==> config.mk <==
export PLATFORM = sky130hd
export DESIGN_NAME = ppdq_ptr_table
export DESIGN_NICKNAME = d
export VERILOG_FILES = /design/src/hdl/per_port_droptail_output_queues_unit_defines.svh /design/src/hdl/ppdq_pkg.sv /design/src/hdl/ppdq_ptr_table.sv
export SDC_FILE = /design/constraint.sdc
export NUM_CORES = 1
export LEC_CHECK = 0
export ABC_AREA = 1
export BUFFER_PORTS_ARGS = -buffer_cell sky130_fd_sc_hd__buf_4
export CAP_MARGIN = 5
export CORE_ASPECT_RATIO = 1.1
export CORE_MARGIN = 2
export CORE_UTILIZATION = 45
export CTS_BUF_LIST = sky130_fd_sc_hd__clkbuf_8
export DETAILED_ROUTE_END_ITERATION = 6
export MAX_ROUTING_LAYER = met4
export SLEW_MARGIN = 5
export SYNTH_ARGS = -nofsm -noshare
export SYNTH_HDL_FRONTEND = slang
export SYNTH_SLANG_ARGS = --single-unit
export TNS_END_PERCENT = 100
==> constraint.sdc <==
create_clock -name clock -period 3.75 [get_ports clock]
set_input_delay 0 -clock clock [delete_from_list [all_inputs] [get_ports clock]]
set_output_delay 0 -clock clock [all_outputs]
set_load 0.005 [all_outputs]
==> src/hdl/per_port_droptail_output_queues_unit_defines.svh <==
// assertion macros for the per-port drop-tail output queue unit
// no dependencies; included by files that carry concurrent assertions
`ifndef PER_PORT_DROPTAIL_OUTPUT_QUEUES_UNIT_DEFINES_SVH
`define PER_PORT_DROPTAIL_OUTPUT_QUEUES_UNIT_DEFINES_SVH
`ifndef SYNTHESIS
`define PPDQ_ASSERT(label, clk, rst, prop, msg) \
   label: assert property (@(posedge clk) disable iff (rst) prop) else $error(msg);
`define PPDQ_NEVER(label, clk, rst, expr, msg) \
   label: assert property (@(posedge clk) disable iff (rst) !(expr)) else $error(msg);
`else
`define PPDQ_ASSERT(label, clk, rst, prop, msg)
`define PPDQ_NEVER(label, clk, rst, expr, msg)
`endif
`endif

==> src/hdl/ppdq_pkg.sv <==
// shared constants, codes and payload types of the per-port drop-tail output queue unit
// no dependencies
package ppdq_pkg;

   localparam int NUM_PORTS   = 16;
   localparam int QUEUE_DEPTH = 64;
   localparam int TAG_WIDTH   = 16;

   localparam int TYPE_W     = 2;
   localparam int DEST_W     = 8;
   localparam int PORT_W     = 4;
   localparam int STAT_W     = 2;
   localparam int NODE_W     = 8;
   localparam int LIMIT_W    = 7;
   localparam int CSR_DATA_W = 8;

   localparam int PORT_IDX_W = $clog2(NUM_PORTS);
   localparam int PTR_W      = (QUEUE_DEPTH > 1) ? $clog2(QUEUE_DEPTH) : 1;
   localparam int CNT_W      = $clog2(QUEUE_DEPTH + 1);
   localparam int TAG_DEPTH  = NUM_PORTS * QUEUE_DEPTH;
   localparam int TAG_ADDR_W = $clog2(TAG_DEPTH);

   localparam logic [TYPE_W-1:0] REQ_SEND = 2'd0;
   localparam logic [TYPE_W-1:0] REQ_RECV = 2'd1;
   localparam logic [TYPE_W-1:0] REQ_DONE = 2'd2;
   localparam logic [TYPE_W-1:0] REQ_RSVD = 2'd3;

   localparam logic [STAT_W-1:0] STAT_ACCEPTED = 2'd0;
   localparam logic [STAT_W-1:0] STAT_DROPPED  = 2'd1;
   localparam logic [STAT_W-1:0] STAT_LOCAL    = 2'd2;
   localparam logic [STAT_W-1:0] STAT_DONE     = 2'd3;

   localparam logic CSR_NODE_ADDR   = 1'b0;
   localparam logic CSR_QUEUE_LIMIT = 1'b1;

   localparam logic [NODE_W-1:0]  NODE_ADDR_RESET   = 8'd0;
   localparam logic [LIMIT_W-1:0] QUEUE_LIMIT_RESET = 7'd64;

   typedef struct packed {
      logic [TYPE_W-1:0]    req_type;
      logic [DEST_W-1:0]    dest_addr;
      logic [PORT_W-1:0]    next_port;
      logic [TAG_WIDTH-1:0] packet_tag;
   } req_payload_type;

   typedef struct packed {
      logic [STAT_W-1:0]    status;
      logic                 forward_valid;
      logic [PORT_W-1:0]    forward_port;
      logic [TAG_WIDTH-1:0] forward_tag;
   } rsp_payload_type;

   typedef struct packed {
      logic             busy;
      logic [CNT_W-1:0] fill;
      logic [PTR_W-1:0] tail;
      logic [PTR_W-1:0] head;
   } ptr_entry_type;

   typedef struct packed {
      logic                  en;
      logic [PORT_IDX_W-1:0] addr;
      ptr_entry_type         data;
   } ptr_wr_type;

   typedef enum logic [1:0] {
      ST_IDLE,
      ST_LOOKUP,
      ST_TAG_WAIT
   } ctrl_state_type;

endpackage

==> src/hdl/ppdq_ptr_table.sv <==
// per-port pointer table: head, tail, fill count and busy flag of each port queue
// depends on ppdq_pkg; entries never written read as zero through per-entry valid bits
module ppdq_ptr_table import ppdq_pkg::*; (
   input  logic                  clock,
   input  logic                  reset,
   input  logic                  rd_en,
   input  logic [PORT_IDX_W-1:0] rd_addr,
   output ptr_entry_type         rd_data,
   input  ptr_wr_type            wr
);

   ptr_entry_type        mem_ff [NUM_PORTS];
   logic [NUM_PORTS-1:0] valid_ff;
   ptr_entry_type        rd_data_ff;
   logic                 rd_valid_ff;

   always_ff @(posedge clock) begin
      if (wr.en) begin
         mem_ff[wr.addr] <= wr.data;
      end
      if (rd_en) begin
         rd_data_ff <= mem_ff[rd_addr];
      end
   end

   always_ff @(posedge clock) begin
      if (reset) begin
         valid_ff    <= '0;
         rd_valid_ff <= 1'b0;
      end else begin
         if (wr.en) begin
            valid_ff[wr.addr] <= 1'b1;
         end
         if (rd_en) begin
            rd_valid_ff <= valid_ff[rd_addr];
         end
      end
   end

   assign rd_data = rd_valid_ff ? rd_data_ff : '0;

endmodule

After elaboration in Yosys (flattened, before gate mapping) --
Memory sizes are Yosys's and may differ from the RTL's. A register that Yosys moved wholly into a read port is not among the register bits. Index checks and enable logic that the tools add are counted.
Storage, ports and cells: word-level logic and storage cells 15, flip-flop bits (word level) 17, input port bits 32, memories kept 1, RAM bits 320
Cells by class: order comparisons 3, reductions and logical operators 1, muxes and demuxes 7, bitwise operators 1
Memories:
- mem_ff | depth 16, bits a word 20, read ports 1, clocked after memory_dff 1, wr ports 1, line ppdq_ptr_table.sv:12 | ptr_entry_type mem_ff [NUM_PORTS];
Operators by type and width (number):
- 2-to-1 mux 20 bit | 1
- bitwise OR 16 bit | 1
- < comparator 4 x 5 -> 1 bit (second input constant) | 2
- binary-select mux 1 bit (select 4 bit) | 1
- demux 1 bit (select 4 bit) | 1
- >= comparator 4 x 1 -> 1 bit (second input constant) | 1
- 2-to-1 mux 1 bit | 4
- logical AND 1 bit | 1

Longest topological paths before layout --
depth in word-level cells 5, gate-level depth with buffers 11, mapped depth without buffers 9

Least setup slack after synthesis --
OpenSTA, ideal clock, no wires.
kind input to register, start in wr[24] in the netlist's numbering, end mem mem_ff[12][0] in the netlist's numbering (enable), data arrival time 1.185 ns, library setup time 0.398 ns, setup slack 2.166 ns, stages 4, data required time 3.352 ns, cell sequence inv_1 > nor3_1 > inv_1 > nor2_1
Between the ends: cells in the longest elaborated chain, start to end 2
RTL lines:
- start: declaration | line ppdq_ptr_table.sv:9 | input ptr_wr_type wr
- 2-to-1 mux 1 bit | line ppdq_ptr_table.sv:18 | if (wr.en) begin
- 2-to-1 mux 1 bit (not written as such) | line ppdq_ptr_table.sv:19 | mem_ff[wr.addr] <= wr.data;
- end: declaration | line ppdq_ptr_table.sv:12
Every way passes these cells.

==> metrics.txt <==
share of the synthesized area in the top cell type=72.00%; clock latency on the worst-skew pair=0.60 ns; Synth Cell Area=14180 µm²; Initial Utilization=45.42%; Final Instance Area=16110 µm²; Setup Skew=0.01750 ns; crit path launch type=flop; Cell variety after synth=23; clock tree buffer depth=3; post-synthesis xor/xnor area fraction=0%; Die Wd=173.3 µm; Ports=52; largest net degree at the start of global routing=137; DP Wirelength=16.65 mm; fraction of layout cells with a size suffix above 1=13.22%; mux cell area share after synthesis=0%; Synth Area in Adders=0%; die area=32950 µm²; Syn Nets=1139; CP required=3.75 ns; Area after DPL=14830 µm²; setup_tns=0 ns; Synth-to-Final Area Change=13.57%; main combinational cell family by area after synthesis=simple AND/OR/NAND/NOR gates; Synth async-reset ratio=0%; WL/cell=20.51 µm; Static Leak=5.582 nW; TritonRoute pass-1 iters=5; worst min path class=primary input to flop; Clock Pin Slew Worst Setup and Hold Paths=0.06 ns; synth warn=0; measured slew at the worst slew-check pin=1.170 ns; number of global-route vias before repair=8761; Worst Path Max Fanout=21; Synth Area in Compound Gates=10.07%; Rows=68; top_reg_cell synth=edfxtp_1; FF+latch area=10550 µm²; simple-gate share of the synthesized area=11.17%; Sink Count=357; maxcap violations=0; maximum VDD drop=264.2 µV; final period utilization=57.99%; total track usage=21.40%; Die Span Y=190.2 µm; ANT nets after route=0; Mapped Avg Cell Area=12.81 µm²; initial antenna violation count=0; fillcell total=2709; cell taking the most area after synthesis=edfxtp_1; DRT iter0 DRCs=905; H-tree levels=2; CP arrival=2.17 ns; max_slew headroom=22.00%; critical path class=flop to primary output; first-pass GRT wire length=51.74 mm; vias per inst=5.400; RSZ-0062 raised after global routing=no; min Tclk post-route=2.174 ns; max frequency=459.9 MHz; clock root cell=clkbuf_8; fin nets=1229; most frequent cells in the layout=edfxtp_1, nor2_1, o21ai_0; DRC=0; pwr dens=490.4 nW/µm²; Synth Register Bits=357; number of buffers inserted during clock tree synthesis=56; CTS tree=yes; Detailed Route WL=34.06 mm; total gr overflow=0; Post-CTS Setup Repair Bufs=0; Via Count=8970; synthesized netlist cell count=1107; CP endpoint kind=primary output; Post-synth EDFFs=340; core area=31220 µm²; most common cell after layout, fill and taps aside=edfxtp_1; Final Hold Viols=0; status=finished clean; Port-buffer cells=51; Area contributors post-synth=edfxtp_1, nor2_1, o21ai_0; Seq/Total Area, Yosys=74.40%; multi-input combinational cell area=3052 µm²; # setup viols final=0; Max Slew Vio Count=0; gpl congestion=0.7383; antenna diode instance count=0
[cells by family (layout without fill, tap and decap cells)]
family | after synthesis | count (layout)
buffers and inverters | 105 | 239
AO/OA/AOI/OAI | 242 | 242
AND/OR/NAND/NOR | 403 | 403
flip-flops | 357 | 357
[metal layers]
layer | wire length (µm) | share of wire (%) | vias up | GRT usage, %
met5 | 0 | 0 | - | -
met4 | 618 | 1.8 | 0 | 5.802
met3 | 1992 | 5.8 | 49 | 3.038
met2 | 16560 | 49 | 267 | 35.55
met1 | 14890 | 44 | 4481 | 27.85
li1 | - | - | 4173 | -
[sequential cells by signal, summed over array words and instances, names as in the netlist]
name         cells
rd_data_ff      20
valid_ff        16
rd_valid_ff      1
mem_ff         320
[where the power goes]
part,internal [mW],total (mW),switching (mW)
Combinational,0.160,0.492,0.332
Sequential,4.47,4.50,0.0291
Clock,1.47,2.91,1.44
Total,6.09,7.90,1.80
[cells in the mapped netlist, types with 2 or more instances]
library cell / instances
o221ai_1: 5
dfxtp_1: 17
edfxtp_1: 340
clkbuf_2: 5
nor3_1: 2
buf_2: 24
o21ai_1: 46
buf_12: 3
inv_1: 30
o211ai_1: 75
nand2_1: 63
o21ba_2: 2
buf_6: 12
clkbuf_1: 17
buf_4: 9
o21ai_0: 114
nor2_1: 283
nand3_1: 55
[worst max-delay path, cell delays in order, from the launching register on]
cell	delay (ns)
dfxtp_1	1.07
nand2_1	0.28
inv_1	0.12
buf_4	0.11
[through the flow]
| step | instances | power (mW) | util (%) | setup WS (ns) | hold WS (ns) |
|---|---|---|---|---|---|
| after floorplan | 1107 | 4.866 | - | 2.166 | 0.09887 |
| after global placement | 1531 | 5.048 | 47.48 | 1.783 | 0.3058 |
| after detailed placement | 1531 | 5.054 | 47.48 | 1.776 | 0.3103 |
| after CTS | 1661 | 7.972 | 51.58 | 1.420 | 0.03104 |
| after global routing | 1661 | 8.203 | 51.58 | 1.381 | 0.07647 |
| final | 1661 | 7.898 | 51.58 | 1.576 | 0.05932 |
[what timing repair did]
action                                 4_1_cts  5_1_grt
endpoints found under the hold margin      374        0
hold buffers                                28        0
gates resized for setup                      0        0
[path summary, 6_finish.rpt]
check,start,endpoint,slack (ns),cells past startpoint
min,wr[23],mem_ff[3][14]$_DFFE_PP_,0.06,4
max,rd_valid_ff$_SDFFE_PP0P_,rd_data[11],1.58,3
min reg2reg,valid_ff[8]$_SDFFE_PP0P_,valid_ff[8]$_SDFFE_PP0P_,0.47,2
max reg2reg,valid_ff[2]$_SDFFE_PP0P_,rd_valid_ff$_SDFFE_PP0P_,2.21,9
[final cells by class]
| class | instances | share of cell area [%] |
|---|---|---|
| Multi-Input combinational cell | 645 | 18.95 |
| Inverter | 33 | 0.8002 |
| Clock inverter | 42 | 1.072 |
| Tap cell | 420 | 3.263 |
| Timing Repair Buffer | 104 | 5.283 |
| Clock buffer | 60 | 5.127 |
| Sequential cell | 357 | 65.51 |
(Power assumes the default switching activity.)
